## src/hw/rtl/ttt_pkg.sv

```systemverilog
// Shared widths, request and response codes, and control types for the timer task table.
package ttt_pkg;

    // Field widths
    localparam int REQ_W     = 2;
    localparam int HANDLE_W  = 8;
    localparam int DELAY_W   = 16;
    localparam int PENDING_W = 8;
    localparam int SEL_W     = 3;
    localparam int SLOT_ID_W = 3;
    localparam int KIND_W    = 2;

    // Table size default and poll limit
    localparam int DEF_NUM_SLOTS = 8;
    localparam int MAX_DISPATCH  = 8;
    localparam int CNT_W         = $clog2(MAX_DISPATCH);

    // Request codes
    localparam logic [REQ_W-1:0] REQ_TICK   = 2'd0;
    localparam logic [REQ_W-1:0] REQ_ADD    = 2'd1;
    localparam logic [REQ_W-1:0] REQ_DELETE = 2'd2;
    localparam logic [REQ_W-1:0] REQ_POLL   = 2'd3;

    // Response codes
    localparam logic [KIND_W-1:0] RESP_ADDED    = 2'd0;
    localparam logic [KIND_W-1:0] RESP_REJECTED = 2'd1;
    localparam logic [KIND_W-1:0] RESP_DISPATCH = 2'd2;
    localparam logic [KIND_W-1:0] RESP_NONE     = 2'd3;

    // Commands from the controller to the datapath
    typedef struct packed {
        logic tick;
        logic add;
        logic del;
        logic poll_load;
        logic poll_step;
    } t_cmd;

    // Status from the datapath to the controller
    typedef struct packed {
        logic step_last;
    } t_sts;

endpackage

```

## src/hw/rtl/ttt_ctrl.sv

```systemverilog
// Controller state machine: decodes requests and sequences the poll scan.
module ttt_ctrl (
    input  logic                      i_clk,
    input  logic                      i_rst_n,
    input  logic                      start,
    input  logic [ttt_pkg::REQ_W-1:0] i_req_type,
    input  ttt_pkg::t_sts             i_sts,
    output ttt_pkg::t_cmd             o_cmd,
    output logic                      busy
);

    localparam logic ST_IDLE = 1'b0;
    localparam logic ST_POLL = 1'b1;

    logic r_state;
    logic n_state;
    logic accept;

    assign busy   = (r_state == ST_POLL);
    assign accept = start && !busy;

    // Next state and command decode
    always_comb begin
        n_state = r_state;
        o_cmd   = '0;
        unique case (r_state)
            ST_IDLE: begin
                if (accept) begin
                    unique case (i_req_type)
                        ttt_pkg::REQ_TICK:   o_cmd.tick = 1'b1;
                        ttt_pkg::REQ_ADD:    o_cmd.add  = 1'b1;
                        ttt_pkg::REQ_DELETE: o_cmd.del  = 1'b1;
                        ttt_pkg::REQ_POLL: begin
                            o_cmd.poll_load = 1'b1;
                            n_state         = ST_POLL;
                        end
                        default: ;
                    endcase
                end
            end
            ST_POLL: begin
                o_cmd.poll_step = 1'b1;
                if (i_sts.step_last) begin
                    n_state = ST_IDLE;
                end
            end
            default: n_state = ST_IDLE;
        endcase
    end

    // State register
    always_ff @(posedge i_clk) begin
        if (!i_rst_n) begin
            r_state <= ST_IDLE;
        end else begin
            r_state <= n_state;
        end
    end

endmodule

```

## src/hw/rtl/ttt_datapath.sv

```systemverilog
// Datapath: slot table, free-slot search, poll mask scan and result register.
module ttt_datapath #(
    parameter int NUM_SLOTS = ttt_pkg::DEF_NUM_SLOTS
) (
    input  logic                          i_clk,
    input  logic                          i_rst_n,
    input  ttt_pkg::t_cmd                 i_cmd,
    output ttt_pkg::t_sts                 o_sts,
    input  logic [ttt_pkg::HANDLE_W-1:0]  i_task_handle,
    input  logic [ttt_pkg::DELAY_W-1:0]   i_start_delay,
    input  logic [ttt_pkg::DELAY_W-1:0]   i_repeat_period,
    input  logic [ttt_pkg::SEL_W-1:0]     i_slot_sel,
    output logic                          o_resp_valid,
    output logic [ttt_pkg::KIND_W-1:0]    o_resp_kind,
    output logic [ttt_pkg::SLOT_ID_W-1:0] o_slot_id,
    output logic [ttt_pkg::HANDLE_W-1:0]  o_handle_out,
    output logic                          o_last
);

    localparam int IDX_W = (NUM_SLOTS > 1) ? $clog2(NUM_SLOTS) : 1;
    localparam logic [NUM_SLOTS-1:0] MASK_ONE = NUM_SLOTS'(1);
    localparam logic [ttt_pkg::CNT_W-1:0] CNT_LAST = ttt_pkg::CNT_W'(ttt_pkg::MAX_DISPATCH - 1);

    logic [ttt_pkg::HANDLE_W-1:0]  r_handle  [NUM_SLOTS];
    logic [ttt_pkg::DELAY_W-1:0]   r_delay   [NUM_SLOTS];
    logic [ttt_pkg::DELAY_W-1:0]   r_period  [NUM_SLOTS];
    logic [ttt_pkg::PENDING_W-1:0] r_pending [NUM_SLOTS];

    logic [NUM_SLOTS-1:0]        r_mask;
    logic [ttt_pkg::CNT_W-1:0]   r_cnt;

    logic                          r_valid;
    logic [ttt_pkg::KIND_W-1:0]    r_kind;
    logic [ttt_pkg::SLOT_ID_W-1:0] r_slot;
    logic [ttt_pkg::HANDLE_W-1:0]  r_hout;
    logic                          r_last;

    logic [NUM_SLOTS-1:0] disp_vec;
    logic                 free_any;
    logic [IDX_W-1:0]     free_idx;
    logic [IDX_W-1:0]     low_idx;
    logic                 step_last;
    logic [IDX_W+2:0]     free_ext;
    logic [IDX_W+2:0]     low_ext;

    // Dispatchable slots and lowest free slot
    always_comb begin
        disp_vec = '0;
        free_any = 1'b0;
        free_idx = '0;
        for (int i = NUM_SLOTS - 1; i >= 0; i--) begin
            disp_vec[i] = (r_handle[i] != '0) && (r_pending[i] != '0);
            if (r_handle[i] == '0) begin
                free_any = 1'b1;
                free_idx = IDX_W'(i);
            end
        end
    end

    // Lowest slot still marked in the poll mask
    always_comb begin
        low_idx = '0;
        for (int i = NUM_SLOTS - 1; i >= 0; i--) begin
            if (r_mask[i]) begin
                low_idx = IDX_W'(i);
            end
        end
    end

    // Final poll step: at most one mask bit left, or the dispatch limit reached
    assign step_last       = ((r_mask & (r_mask - MASK_ONE)) == '0) || (r_cnt == CNT_LAST);
    assign o_sts.step_last = step_last;

    // Slot ids carry only the low bits of the slot number
    assign free_ext = {3'b000, free_idx};
    assign low_ext  = {3'b000, low_idx};

    // Table updates and result register
    always_ff @(posedge i_clk) begin
        if (!i_rst_n) begin
            for (int i = 0; i < NUM_SLOTS; i++) begin
                r_handle[i]  <= '0;
                r_delay[i]   <= '0;
                r_period[i]  <= '0;
                r_pending[i] <= '0;
            end
            r_mask  <= '0;
            r_cnt   <= '0;
            r_valid <= 1'b0;
            r_kind  <= '0;
            r_slot  <= '0;
            r_hout  <= '0;
            r_last  <= 1'b0;
        end else begin
            r_valid <= 1'b0;

            // Tick: count down, or mark a run due and reload
            if (i_cmd.tick) begin
                for (int i = 0; i < NUM_SLOTS; i++) begin
                    if (r_handle[i] != '0) begin
                        if (r_delay[i] == '0) begin
                            if (r_pending[i] != '1) begin
                                r_pending[i] <= r_pending[i] + 1'b1;
                            end
                            if (r_period[i] != '0) begin
                                r_delay[i] <= r_period[i];
                            end
                        end else begin
                            r_delay[i] <= r_delay[i] - 1'b1;
                        end
                    end
                end
            end

            // Add into the lowest free slot
            if (i_cmd.add) begin
                r_valid <= 1'b1;
                r_last  <= 1'b1;
                if ((i_task_handle != '0) && free_any) begin
                    r_handle[free_idx]  <= i_task_handle;
                    r_delay[free_idx]   <= i_start_delay;
                    r_period[free_idx]  <= i_repeat_period;
                    r_pending[free_idx] <= '0;
                    r_kind <= ttt_pkg::RESP_ADDED;
                    r_slot <= free_ext[ttt_pkg::SLOT_ID_W-1:0];
                    r_hout <= i_task_handle;
                end else begin
                    r_kind <= ttt_pkg::RESP_REJECTED;
                    r_slot <= '0;
                    r_hout <= '0;
                end
            end

            // Delete: only slots reachable by the select field
            if (i_cmd.del) begin
                for (int i = 0; i < NUM_SLOTS; i++) begin
                    if ((i < (1 << ttt_pkg::SEL_W)) && (i_slot_sel == ttt_pkg::SEL_W'(i))) begin
                        r_handle[i]  <= '0;
                        r_delay[i]   <= '0;
                        r_period[i]  <= '0;
                        r_pending[i] <= '0;
                    end
                end
            end

            // Poll start: snapshot the slots with due runs
            if (i_cmd.poll_load) begin
                r_mask <= disp_vec;
                r_cnt  <= '0;
            end

            // Poll step: one dispatch per cycle
            if (i_cmd.poll_step) begin
                r_valid <= 1'b1;
                if (r_mask == '0) begin
                    r_kind <= ttt_pkg::RESP_NONE;
                    r_slot <= '0;
                    r_hout <= '0;
                    r_last <= 1'b1;
                end else begin
                    r_kind <= ttt_pkg::RESP_DISPATCH;
                    r_slot <= low_ext[ttt_pkg::SLOT_ID_W-1:0];
                    r_hout <= r_handle[low_idx];
                    r_last <= step_last;
                    if (r_period[low_idx] == '0) begin
                        r_handle[low_idx]  <= '0;
                        r_delay[low_idx]   <= '0;
                        r_period[low_idx]  <= '0;
                        r_pending[low_idx] <= '0;
                    end else begin
                        r_pending[low_idx] <= r_pending[low_idx] - 1'b1;
                    end
                    r_mask[low_idx] <= 1'b0;
                    r_cnt           <= r_cnt + 1'b1;
                end
            end
        end
    end

    assign o_resp_valid = r_valid;
    assign o_resp_kind  = r_kind;
    assign o_slot_id    = r_slot;
    assign o_handle_out = r_hout;
    assign o_last       = r_last;

endmodule

```

## src/hw/rtl/timer_task_table_core.sv

```systemverilog
// Timer task table top level: request controller joined to the slot datapath.
//
// Usage: drive a request on i_req_type and the payload ports and raise start;
// the transfer happens at a rising edge with start high and busy low.
// Tick, add and delete never raise busy; a tick or delete gives no result,
// an add gives one result in the cycle after the transfer. A schedule poll
// raises busy and emits one result per cycle: the controller enters its poll
// state at the transfer and each poll step registers one result, one per
// dispatched slot (at most 8, lowest slot first) or a single nothing-pending
// result. Busy stays high until the final poll step. The poll scan finds the
// next due slot with a priority encoder over a mask captured at the transfer,
// one per cycle. Each result sits on the o_ ports for one cycle with o_resp_valid
// high; o_last marks the final result of a request. The receiver cannot stall,
// so results are never held. Synchronous reset (i_rst_n low) frees all slots,
// clears all counts and returns the controller to idle.
module timer_task_table_core #(
    parameter int NUM_SLOTS = ttt_pkg::DEF_NUM_SLOTS
) (
    input  logic                          i_clk,
    input  logic                          i_rst_n,
    input  logic                          start,
    output logic                          busy,
    input  logic [ttt_pkg::REQ_W-1:0]     i_req_type,
    input  logic [ttt_pkg::HANDLE_W-1:0]  i_task_handle,
    input  logic [ttt_pkg::DELAY_W-1:0]   i_start_delay,
    input  logic [ttt_pkg::DELAY_W-1:0]   i_repeat_period,
    input  logic [ttt_pkg::SEL_W-1:0]     i_slot_sel,
    output logic                          o_resp_valid,
    output logic [ttt_pkg::KIND_W-1:0]    o_resp_kind,
    output logic [ttt_pkg::SLOT_ID_W-1:0] o_slot_id,
    output logic [ttt_pkg::HANDLE_W-1:0]  o_handle_out,
    output logic                          o_last
);

    ttt_pkg::t_cmd cmd;
    ttt_pkg::t_sts sts;

    // Request decode and poll sequencing
    ttt_ctrl u_ctrl (
        .i_clk      (i_clk),
        .i_rst_n    (i_rst_n),
        .start      (start),
        .i_req_type (i_req_type),
        .i_sts      (sts),
        .o_cmd      (cmd),
        .busy       (busy)
    );

    // Slot table and results
    ttt_datapath #(
        .NUM_SLOTS (NUM_SLOTS)
    ) u_datapath (
        .i_clk           (i_clk),
        .i_rst_n         (i_rst_n),
        .i_cmd           (cmd),
        .o_sts           (sts),
        .i_task_handle   (i_task_handle),
        .i_start_delay   (i_start_delay),
        .i_repeat_period (i_repeat_period),
        .i_slot_sel      (i_slot_sel),
        .o_resp_valid    (o_resp_valid),
        .o_resp_kind     (o_resp_kind),
        .o_slot_id       (o_slot_id),
        .o_handle_out    (o_handle_out),
        .o_last          (o_last)
    );

endmodule

```

## config.mk

```make
export PLATFORM = sky130hd
export DESIGN_NAME = timer_task_table_core
export DESIGN_NICKNAME = d
export VERILOG_FILES = /design/src/hw/rtl/ttt_pkg.sv /design/src/hw/rtl/ttt_ctrl.sv /design/src/hw/rtl/ttt_datapath.sv /design/src/hw/rtl/timer_task_table_core.sv
export SDC_FILE = /design/constraint.sdc
export NUM_CORES = 1
export LEC_CHECK = 0
export BUFFER_PORTS_ARGS = -buffer_cell sky130_fd_sc_hd__buf_4
export CAP_MARGIN = 20
export CORE_UTILIZATION = 38
export CTS_CLUSTER_SIZE = 10
export DETAILED_ROUTE_END_ITERATION = 12
export GPL_TIMING_DRIVEN = 1
export PLACE_DENSITY = 0.54
export SLEW_MARGIN = 20
export SYNTH_ARGS = -nofsm -noshare
export SYNTH_HDL_FRONTEND = slang
export SYNTH_SLANG_ARGS = --single-unit
```

## constraint.sdc

```tcl
create_clock -name i_clk -period 10.6 [get_ports i_clk]
set_clock_uncertainty 0.05 [all_clocks]
set_input_delay 1.06 -clock i_clk [delete_from_list [all_inputs] [get_ports i_clk]]
set_output_delay 1.06 -clock i_clk [all_outputs]
set_load 0.005 [all_outputs]
```

Word-level counts from Yosys, hierarchy flattened

Memory sizes are Yosys's and may differ from the RTL's.
Cells that the tools add are included.

Add/sub/neg operators: 19
Order comparisons: 2
Equal/unequal tests: 19
Multiplexer cells: 324
Reductions and logical operators: 68
Bitwise operators: 61

Operators with widths:

| cell                                                        | count |
|---|---|
| 2-to-1 mux 16 bit                                           | 36 |
| 2-to-1 mux 8 bit                                            | 37 |
| 2-to-1 mux 1 bit                                            | 214 |
| zero test 16 bit                                            | 9 |
| nonzero test 8 bit                                          | 17 |
| nonzero test 16 bit                                         | 8 |
| subtractor 16 x 1 -> 16 bit (second input constant)         | 8 |
| 2-to-1 mux 3 bit                                            | 31 |
| zero test 8 bit                                             | 10 |
| adder 8 x 1 -> 8 bit (second input constant)                | 8 |
| != test 8 bit (second input constant)                       | 8 |
| OR reduction 16 bit                                         | 4 |
| OR 1 bit                                                    | 57 |
| OR reduction 8 bit                                          | 4 |
| bitwise AND 8 bit                                           | 2 |
| subtractor 8 x 1 -> 8 bit (second input constant)           | 2 |
| equality test 3 bit (second input constant)                 | 5 |
| logical AND 1 bit                                           | 11 |
| 2-to-1 mux 4 bit                                            | 2 |
| inverter 8 bit                                              | 1 |
| equality test 3 x 2 -> 1 bit (second input constant)        | 2 |
| equality test 2 bit (second input constant)                 | 2 |
| less-than comparator 3 x 4 -> 1 bit (second input constant) | 1 |
| 2-to-1 mux 2 bit                                            | 2 |
| other kinds (12)                                            | 12 |

Input port bits: 48
Output and inout port bits: 16
Bits in registers: 27
Bits in writable memories: 384
Memories kept: 4

Memory list:

| memory               | depth | bits a word | rd ports | clocked after Yosys merged registers in | write ports | line               | source |
|---|---|---|---|---|---|---|---|
| u_datapath.r_delay   | 8     | 16          | 8        | 0                                       | 8           | ttt_datapath.sv:25 | `logic [ttt_pkg::DELAY_W-1:0] r_delay [NUM_SLOTS];` |
| u_datapath.r_period  | 8     | 16          | 9        | 0                                       | 8           | ttt_datapath.sv:26 | `logic [ttt_pkg::DELAY_W-1:0] r_period [NUM_SLOTS];` |
| u_datapath.r_handle  | 8     | 8           | 9        | 0                                       | 8           | ttt_datapath.sv:24 | `logic [ttt_pkg::HANDLE_W-1:0] r_handle [NUM_SLOTS];` |
| u_datapath.r_pending | 8     | 8           | 9        | 0                                       | 8           | ttt_datapath.sv:27 | `logic [ttt_pkg::PENDING_W-1:0] r_pending [NUM_SLOTS];` |

Logic depth before layout (Yosys ltp)

Gate-level depths: netlist of run 1.
An unclocked memory read counts as a cell.

Depth after elaboration: 18
Gate-level depth with buffers: 13
Depth with buffers taken out: 11

Cells and area by module

From an unflattened synthesis of run 1, not the netlist that was laid out.

Cells, all modules: 2991
Area, all modules: 23035.8 µm²

Modules (own cells, without submodules):

| module       | area an instance (µm²) | instances | sequential area each (µm²) | cells each |
|---|---|---|---|---|
| ttt_datapath | 22938.2                | 1         | 8848.5                     | 2981 |
| ttt_ctrl     | 97.6                   | 1         | 20.0                       | 10 |

Worst setup path after synthesis of run 1

Ideal clock, no wire load.

Path type: reg2reg
Start: register u_datapath.r_mask[0]
End: memory u_datapath.r_delay[1][0] (netlist bit), enable pin
Setup slack: 4.687 ns
Library setup time: 0.375 ns
Stages on the path, launching flop included: 9
Period minus slack after synthesis: 5.913 ns
Required time: 10.175 ns
Data arrival time: 5.488 ns
Cell sequence: dfxtp_1 -> buf_2 -> or4_1 -> nor2_2 -> mux4_2 -> mux2_2 -> or3_1 -> o41ai_1 -> nand2b_1

RTL lines:

| element                  | line                | source |
|---|---|---|
| start: declaration       | ttt_datapath.sv:29  | `logic [NUM_SLOTS-1:0] r_mask;` |
| start signal: assignment | ttt_datapath.sv:148 | `r_mask <= disp_vec;` |
| end: declaration         | ttt_datapath.sv:25  |  |

==> results.sh, run 1 <==
export IMPL_outcome="completed"
export IMPL_detail_route_antenna_nets=0
export IMPL_fp_coreArea_um2=59600
export IMPL_internal_power_mw=2.87
export IMPL_crit_type="reg -> reg"
export IMPL_htreeDepth=2
export IMPL_insertion_delay_ns=0.60
export IMPL_grt_overflow=0
export IMPL_setup_violations=0
export IMPL_start_util=0.388
export IMPL_yosys_register_bits=411
export IMPL_drc=0
export IMPL_cp_arrival_ns=5.53
export IMPL_max_cap_violations=0
export IMPL_switching_share=0.269
export IMPL_synthArstFlopShare=0
export IMPL_netSwitchingPower_mw=1.05
export IMPL_slew_violations=0
export IMPL_synthCells=2370
export IMPL_chipHeight_um=249
export IMPL_final_common_cell="edfxtp_1"
export IMPL_clkTransAtPathRegs_ns=0.05
export IMPL_hold_class="reg -> reg"
export IMPL_place_congestion=0.909
export IMPL_wire_per_inst_um=24.9
export IMPL_rows=89
export IMPL_crit_path_end_kind="register"
export IMPL_die_w_um=249
export IMPL_avgViaCountPerCell=5.89
export IMPL_clock_path_buffers=3
export IMPL_cts_setup_buffers=0
export IMPL_period_share=0.508
export IMPL_vias=18700
export IMPL_cp_required_ns=10.75
export IMPL_grt_pass1_wl_mm=117
export IMPL_slew_limit_headroom=0.242
export IMPL_drive_above_1_share=0.0835
export IMPL_setup_tns_ns=0
export IMPL_cts_made_buffers=48
export IMPL_dp_hpwl_mm=55.8
export IMPL_io_pins=64
export IMPL_cts_tree="yes"
export IMPL_rsz0062_at_grt="false"
export IMPL_final_cell_mix="edfxtp_1 (384), nand2_1 (381), o21ai_0 (178), and2_1 (174), nor2_1 (159)"
export IMPL_root_buffer="clkbuf_16"
export IMPL_grt_max_degree=58
export IMPL_syn_num_nets=2445
export IMPL_yosysSeqAreaShare=0.523
export IMPL_synthFlopType="edfxtp_1"
export IMPL_netlist_area_um2=23100
export IMPL_min_period_ns=5.38
export IMPL_yosys_warnings=0
export IMPL_grt_pass1_vias=17900
export IMPL_p_per_area_nw_per_um2=152
export IMPL_synth_edff_count=384
export IMPL_avgSynthCellArea_um2=9.74
export IMPL_nets=2459
export IMPL_fin_util=0.432
export IMPL_port_buffer_count=63
export IMPL_p_clk_frac=0.386
export IMPL_antenna_found_initial=6
export IMPL_post_cts_resized=0
export IMPL_cts_hold_buf=0
export IMPL_worstPathMaxFanout=26
export IMPL_p_comb_frac=0.121
export IMPL_max_freq_ghz=0.186
export IMPL_power_frac_seq=0.493
export IMPL_cts_sinks=411
export IMPL_firstDrtPassIters=5
export IMPL_leakage_nw=8.91
export IMPL_die_area_um2=61800
export IMPL_critPathLaunchType="register"
export IMPL_drt_iter0_drc=2145
export IMPL_areaGrowthSynthToFinish_pct=11.4
export IMPL_ys_types=79
export IMPL_track_usage=0.253
export IMPL_fillers=5672
export IMPL_hold_viol_final=0
export IMPL_drt_wl_total_mm=79.4
export IMPL_tightest_slew_ns=1.13
export IMPL_peakVddDrop_uv=127
-- power by group through the flow --
stage	clock network [mW]	registers, mW	logic [mW]
final	1.51	1.93	0.472
after global placement	0	1.96	0.457
after CTS	1.53	1.93	0.463
after floorplan	0	1.93	0.298
after global routing	1.60	1.94	0.507
after detailed placement	0	1.96	0.461
-- cell type report --
type | instances | area [um2] | area share
antenna | 1 | 2.50 | 0.0000973
clock buffer | 70 | 1320 | 0.0514
clock inverter | 4 | 35.0 | 0.00136
inverter | 45 | 169 | 0.00656
multi-input combinational | 1782 | 10400 | 0.404
sequential | 411 | 12100 | 0.469
tap | 773 | 967 | 0.0376
timing repair buffer | 96 | 773 | 0.0301
-- metrics by stage --
| stage | area (um2) | cells | hold slack [ns] | total power, mW | setup WS, ns |
|---|---|---|---|---|---|
| detailed placement | 24300 | 3104 | 0.429 | 2.43 | 5.17 |
| floorplan | 23100 | 2370 | 0.402 | 2.23 | 4.69 |
| finish | 25700 | 3182 | 0.431 | 3.92 | 5.22 |
| global placement | 24300 | 3104 | 0.410 | 2.42 | 5.25 |
| global route | 25700 | 3181 | 0.461 | 4.05 | 4.91 |
| CTS | 25700 | 3178 | 0.437 | 3.93 | 5.14 |
-- final timing paths --
path / to / slack (ns) / cells after the start / from
max: u_datapath.r_delay[3][2] / 5.22 / 10 / u_datapath.r_mask[5]
min: u_datapath.r_cnt[2] / 0.43 / 2 / u_datapath.r_cnt[2]
max reg2reg: u_datapath.r_delay[3][2] / 5.22 / 10 / u_datapath.r_mask[5]
min reg2reg: u_datapath.r_cnt[2] / 0.43 / 2 / u_datapath.r_cnt[2]
-- critical path, cell delays in order (launching register included) --
cell,delay [ns]
dfxtp_1,0.43
nor2_1,0.33
nand2_2,0.14
a21oi_4,0.79
mux4_2,0.60
mux2_2,0.30
nor3_1,0.33
nand3_1,0.28
o21ai_2,0.66
buf_4,0.38
nand2b_1,0.67
-- state kept, by name (all words and copies together) (netlist names) --
name / count
u_datapath.r_handle: 64
u_datapath.o_resp_valid: 1
u_datapath.o_resp_kind: 2
u_datapath.r_cnt: 3
u_ctrl.busy: 1
u_datapath.r_delay: 128
u_datapath.o_last: 1
u_datapath.r_pending: 64
u_datapath.r_period: 128
u_datapath.o_slot_id: 3
u_datapath.r_mask: 8
u_datapath.o_handle_out: 8
-- logic make-up (layout without fill, tap and decap cells) --
| group | after synthesis | after routing | synth area share |
|---|---|---|---|
| and+or+nand+nor | 1142 | 1142 | 0.245 |
| other | 0 | 1 | 0 |
| DFF | 411 | 411 | 0.523 |
| xor gates and xnor gates | 148 | 148 | 0.0561 |
| buffers and inverters | 177 | 215 | 0.0309 |
| muxes | 19 | 19 | 0.0127 |
| adders and majority gates | 28 | 28 | 0.0151 |
| AOI/OAI and AO/OA | 445 | 445 | 0.118 |
-- synthesized netlist by cell type (all sizes together) (8+ instances only) --
| cell type | count | share of area |
|---|---|---|
| a21oi | 61 | 0.014 |
| edfxtp | 384 | 0.50 |
| a31oi | 19 | 0.0051 |
| dfxtp | 27 | 0.023 |
| mux2i | 8 | 0.0035 |
| nand2 | 382 | 0.062 |
| nand2b | 19 | 0.0051 |
| a221oi | 8 | 0.0030 |
| nor4b | 11 | 0.0044 |
| and2 | 176 | 0.048 |
| nand3 | 143 | 0.031 |
| nor2b | 14 | 0.0038 |
| or4 | 24 | 0.0080 |
| a21o | 9 | 0.0029 |
| ha | 27 | 0.015 |
| nor4 | 62 | 0.018 |
| or3 | 22 | 0.0060 |
| o31ai | 23 | 0.0075 |
| a32oi | 9 | 0.0034 |
| nand3b | 9 | 0.0029 |
| nor3 | 61 | 0.013 |
| and3 | 26 | 0.0070 |
| inv | 45 | 0.0073 |
| a211oi | 8 | 0.0026 |
| clkbuf | 107 | 0.018 |
| or2 | 10 | 0.0027 |
| xor2 | 50 | 0.019 |
| o21ai | 195 | 0.042 |
| buf | 25 | 0.0057 |
| nor2 | 171 | 0.028 |
| o22ai | 48 | 0.013 |
| xnor2 | 98 | 0.037 |
| mux4 | 8 | 0.0078 |
| o211ai | 18 | 0.0059 |
-- routing by layer --
metal	global-route usage	routed length, um
met1	0.333	33100
met2	0.417	37600
met3	0.0353	5490
met4	0.105	3250
met5	0	13
Note: power is estimated with default switching activity, not from simulation.
==> run 2: changes to the inputs <==
- clock period: 10.6 -> 5.45 ns (I/O delays scaled with it)
==> run 2 against run 1 <==
Against the previous run: cell area is 0.22% higher; flip-flop and latch count stayed put; clock power is 100% higher; non-clock buffer count is 2 higher; setup slack worse by 4.1 ns; via count is 0.54% higher; global-route usage is 0.24 points lower; combinational power is 93% higher; clock-buffer cell count is 3 higher; total power is 98% higher; first-iteration DRC count is 1.9% lower; routed wire length is 0.91% lower.
==> results.sh, run 2 (synthesis results as in run 1) <==
export IMPL_start_util=0.388
export IMPL_min_period_ns=4.29
export IMPL_cts_made_buffers=49
export IMPL_cp_buffers_inverters=1
export IMPL_outcome="completed"
export IMPL_setup_violations=0
export IMPL_root_buffer="clkbuf_16"
export IMPL_die_area_um2=61800
export IMPL_peakVddDrop_uv=256
export IMPL_cp_arrival_ns=4.55
export IMPL_drive_above_1_share=0.0840
export IMPL_netSwitchingPower_mw=2.10
export IMPL_critPathLaunchType="register"
export IMPL_grt_pass1_vias=18000
export IMPL_track_usage=0.251
export IMPL_detail_route_antenna_nets=0
export IMPL_fp_coreArea_um2=59600
export IMPL_clkTransAtPathRegs_ns=0.06
export IMPL_io_pins=64
export IMPL_internal_power_mw=5.65
export IMPL_vias=18800
export IMPL_wire_per_inst_um=24.6
export IMPL_switching_share=0.271
export IMPL_p_comb_frac=0.118
export IMPL_path_cells="or4_1, nor2_4, buf_4, mux4_2, mux2_2, nor3_1, a31oi_1, o21ai_1, o21ai_0"
export IMPL_tightest_slew_ns=1.05
export IMPL_cts_tree="yes"
export IMPL_chipHeight_um=249
export IMPL_power_frac_seq=0.485
export IMPL_hold_viol_final=0
export IMPL_areaGrowthSynthToFinish_pct=11.7
export IMPL_cts_setup_buffers=0
export IMPL_place_congestion=0.940
export IMPL_rsz0062_at_grt="false"
export IMPL_fin_util=0.433
export IMPL_slew_violations=0
export IMPL_rows=89
export IMPL_antenna_found_initial=9
export IMPL_p_clk_frac=0.398
export IMPL_die_w_um=249
export IMPL_max_freq_ghz=0.233
export IMPL_drt_wl_total_mm=78.7
export IMPL_p_per_area_nw_per_um2=301
export IMPL_cp_required_ns=5.71
export IMPL_crit_slowest_cell="o21ai_1"
export IMPL_drc=0
export IMPL_post_cts_resized=0
export IMPL_drt_iter0_drc=2105
export IMPL_port_buffer_count=63
export IMPL_final_cell_mix="edfxtp_1 (384), nand2_1 (381), o21ai_0 (177), and2_1 (174), nor2_1 (159)"
export IMPL_dp_hpwl_mm=54.5
export IMPL_leakage_nw=8.95
export IMPL_crit_type="reg -> reg"
export IMPL_worstPathMaxFanout=42
export IMPL_grt_pass1_wl_mm=117
export IMPL_insertion_delay_ns=0.61
export IMPL_cpPeakStageDelay_ns=0.83
export IMPL_setup_tns_ns=0
export IMPL_hold_class="in -> reg"
export IMPL_firstDrtPassIters=6
export IMPL_avgViaCountPerCell=5.90
export IMPL_clock_path_buffers=3
export IMPL_max_cap_violations=0
export IMPL_grt_max_degree=57
export IMPL_power_mw=7.75
export IMPL_grt_overflow=0
export IMPL_cpLargestDelayFamily="compound AO/OA/AOI/OAI gates"
export IMPL_htreeDepth=2
export IMPL_crit_path_end_kind="register"
export IMPL_largest_registers="u_datapath.r_delay: 128 flops, u_datapath.r_period: 128 flops"
export IMPL_cts_hold_buf=0
export IMPL_period_share=0.787
export IMPL_final_common_cell="edfxtp_1"
export IMPL_cts_sinks=411
export IMPL_slew_limit_headroom=0.294
export IMPL_nets=2462
==> run 2: changes by cell type in the layout (fill, tap and decap cells not counted), sizes merged <==
cell | before | now
buf | 96 | 98
bufinv | 0 | 1
clkbuf | 70 | 73
clkinv | 3 | 5
diode | 1 | 4
==> run 2: area by class of cell <==
cell class / count / area [um2]
fillers: 5720 / 33800
diodes: 4 / 10.0
inverters: 45 / 169
clock buffers: 73 / 1350
flip-flops and latches: 411 / 12100
well taps: 773 / 967
clock inverters: 7 / 83.8
multi-input cells: 1782 / 10400
repair buffers: 98 / 736
==> run 2: metrics by stage <==
stage | hold slack, ns | std cells | cell area (um2) | setup WS [ns]
2_1_floorplan | 0.402 | 2370 | 23100 | 0.295
3_3_place_gp | 0.410 | 3109 | 24300 | 1.29
3_5_place_dp | 0.426 | 3109 | 24300 | 1.25
4_1_cts | 0.209 | 3189 | 25800 | 1.23
5_1_grt | 0.226 | 3189 | 25800 | 0.982
6_report | 0.236 | 3193 | 25800 | 1.16
==> run 2: per-layer routing <==
metal  track usage  vias to the layer above  part of all wire  wire length (um)
met1         0.345                     9226              0.43             33500
met2         0.405                      824              0.47             36700
met4        0.0861                        0             0.031              2470
met3        0.0339                      136             0.076              5980
li1              -                     8651                 -                 -
met5             0                        -                 0                 0
==> run 2: power groups by stage <==
stage	clock network, mW	logic, mW	registers, mW
after floorplan	0	0.580	3.76
after global placement	0	0.896	3.81
after detailed placement	0	0.899	3.82
after CTS	3.12	0.903	3.75
after global routing	3.24	0.986	3.77
final	3.08	0.912	3.76
==> run 2: worst reg2reg max path, cell delays in order (launching register included) <==
cell     delay [ns]
dfxtp_1        0.45
or4_1          0.71
nor2_4         0.19
buf_4          0.45
mux4_2         0.43
mux2_2         0.33
nor3_1         0.23
a31oi_1        0.11
o21ai_1        0.83
o21ai_0        0.22
==> run 2: path summary, 6_finish.rpt <==
kind	cells after the start	slack (ns)	from	to
worst max register to register	9	1.16	u_datapath.r_mask[0]	u_datapath.r_pending[7][6]
worst min register to register	2	0.43	u_datapath.o_slot_id[1]	u_datapath.o_slot_id[1]
worst min-delay path	2	0.24	i_rst_n	u_datapath.o_last
worst max-delay path	9	1.16	u_datapath.r_mask[0]	u_datapath.r_pending[7][6]
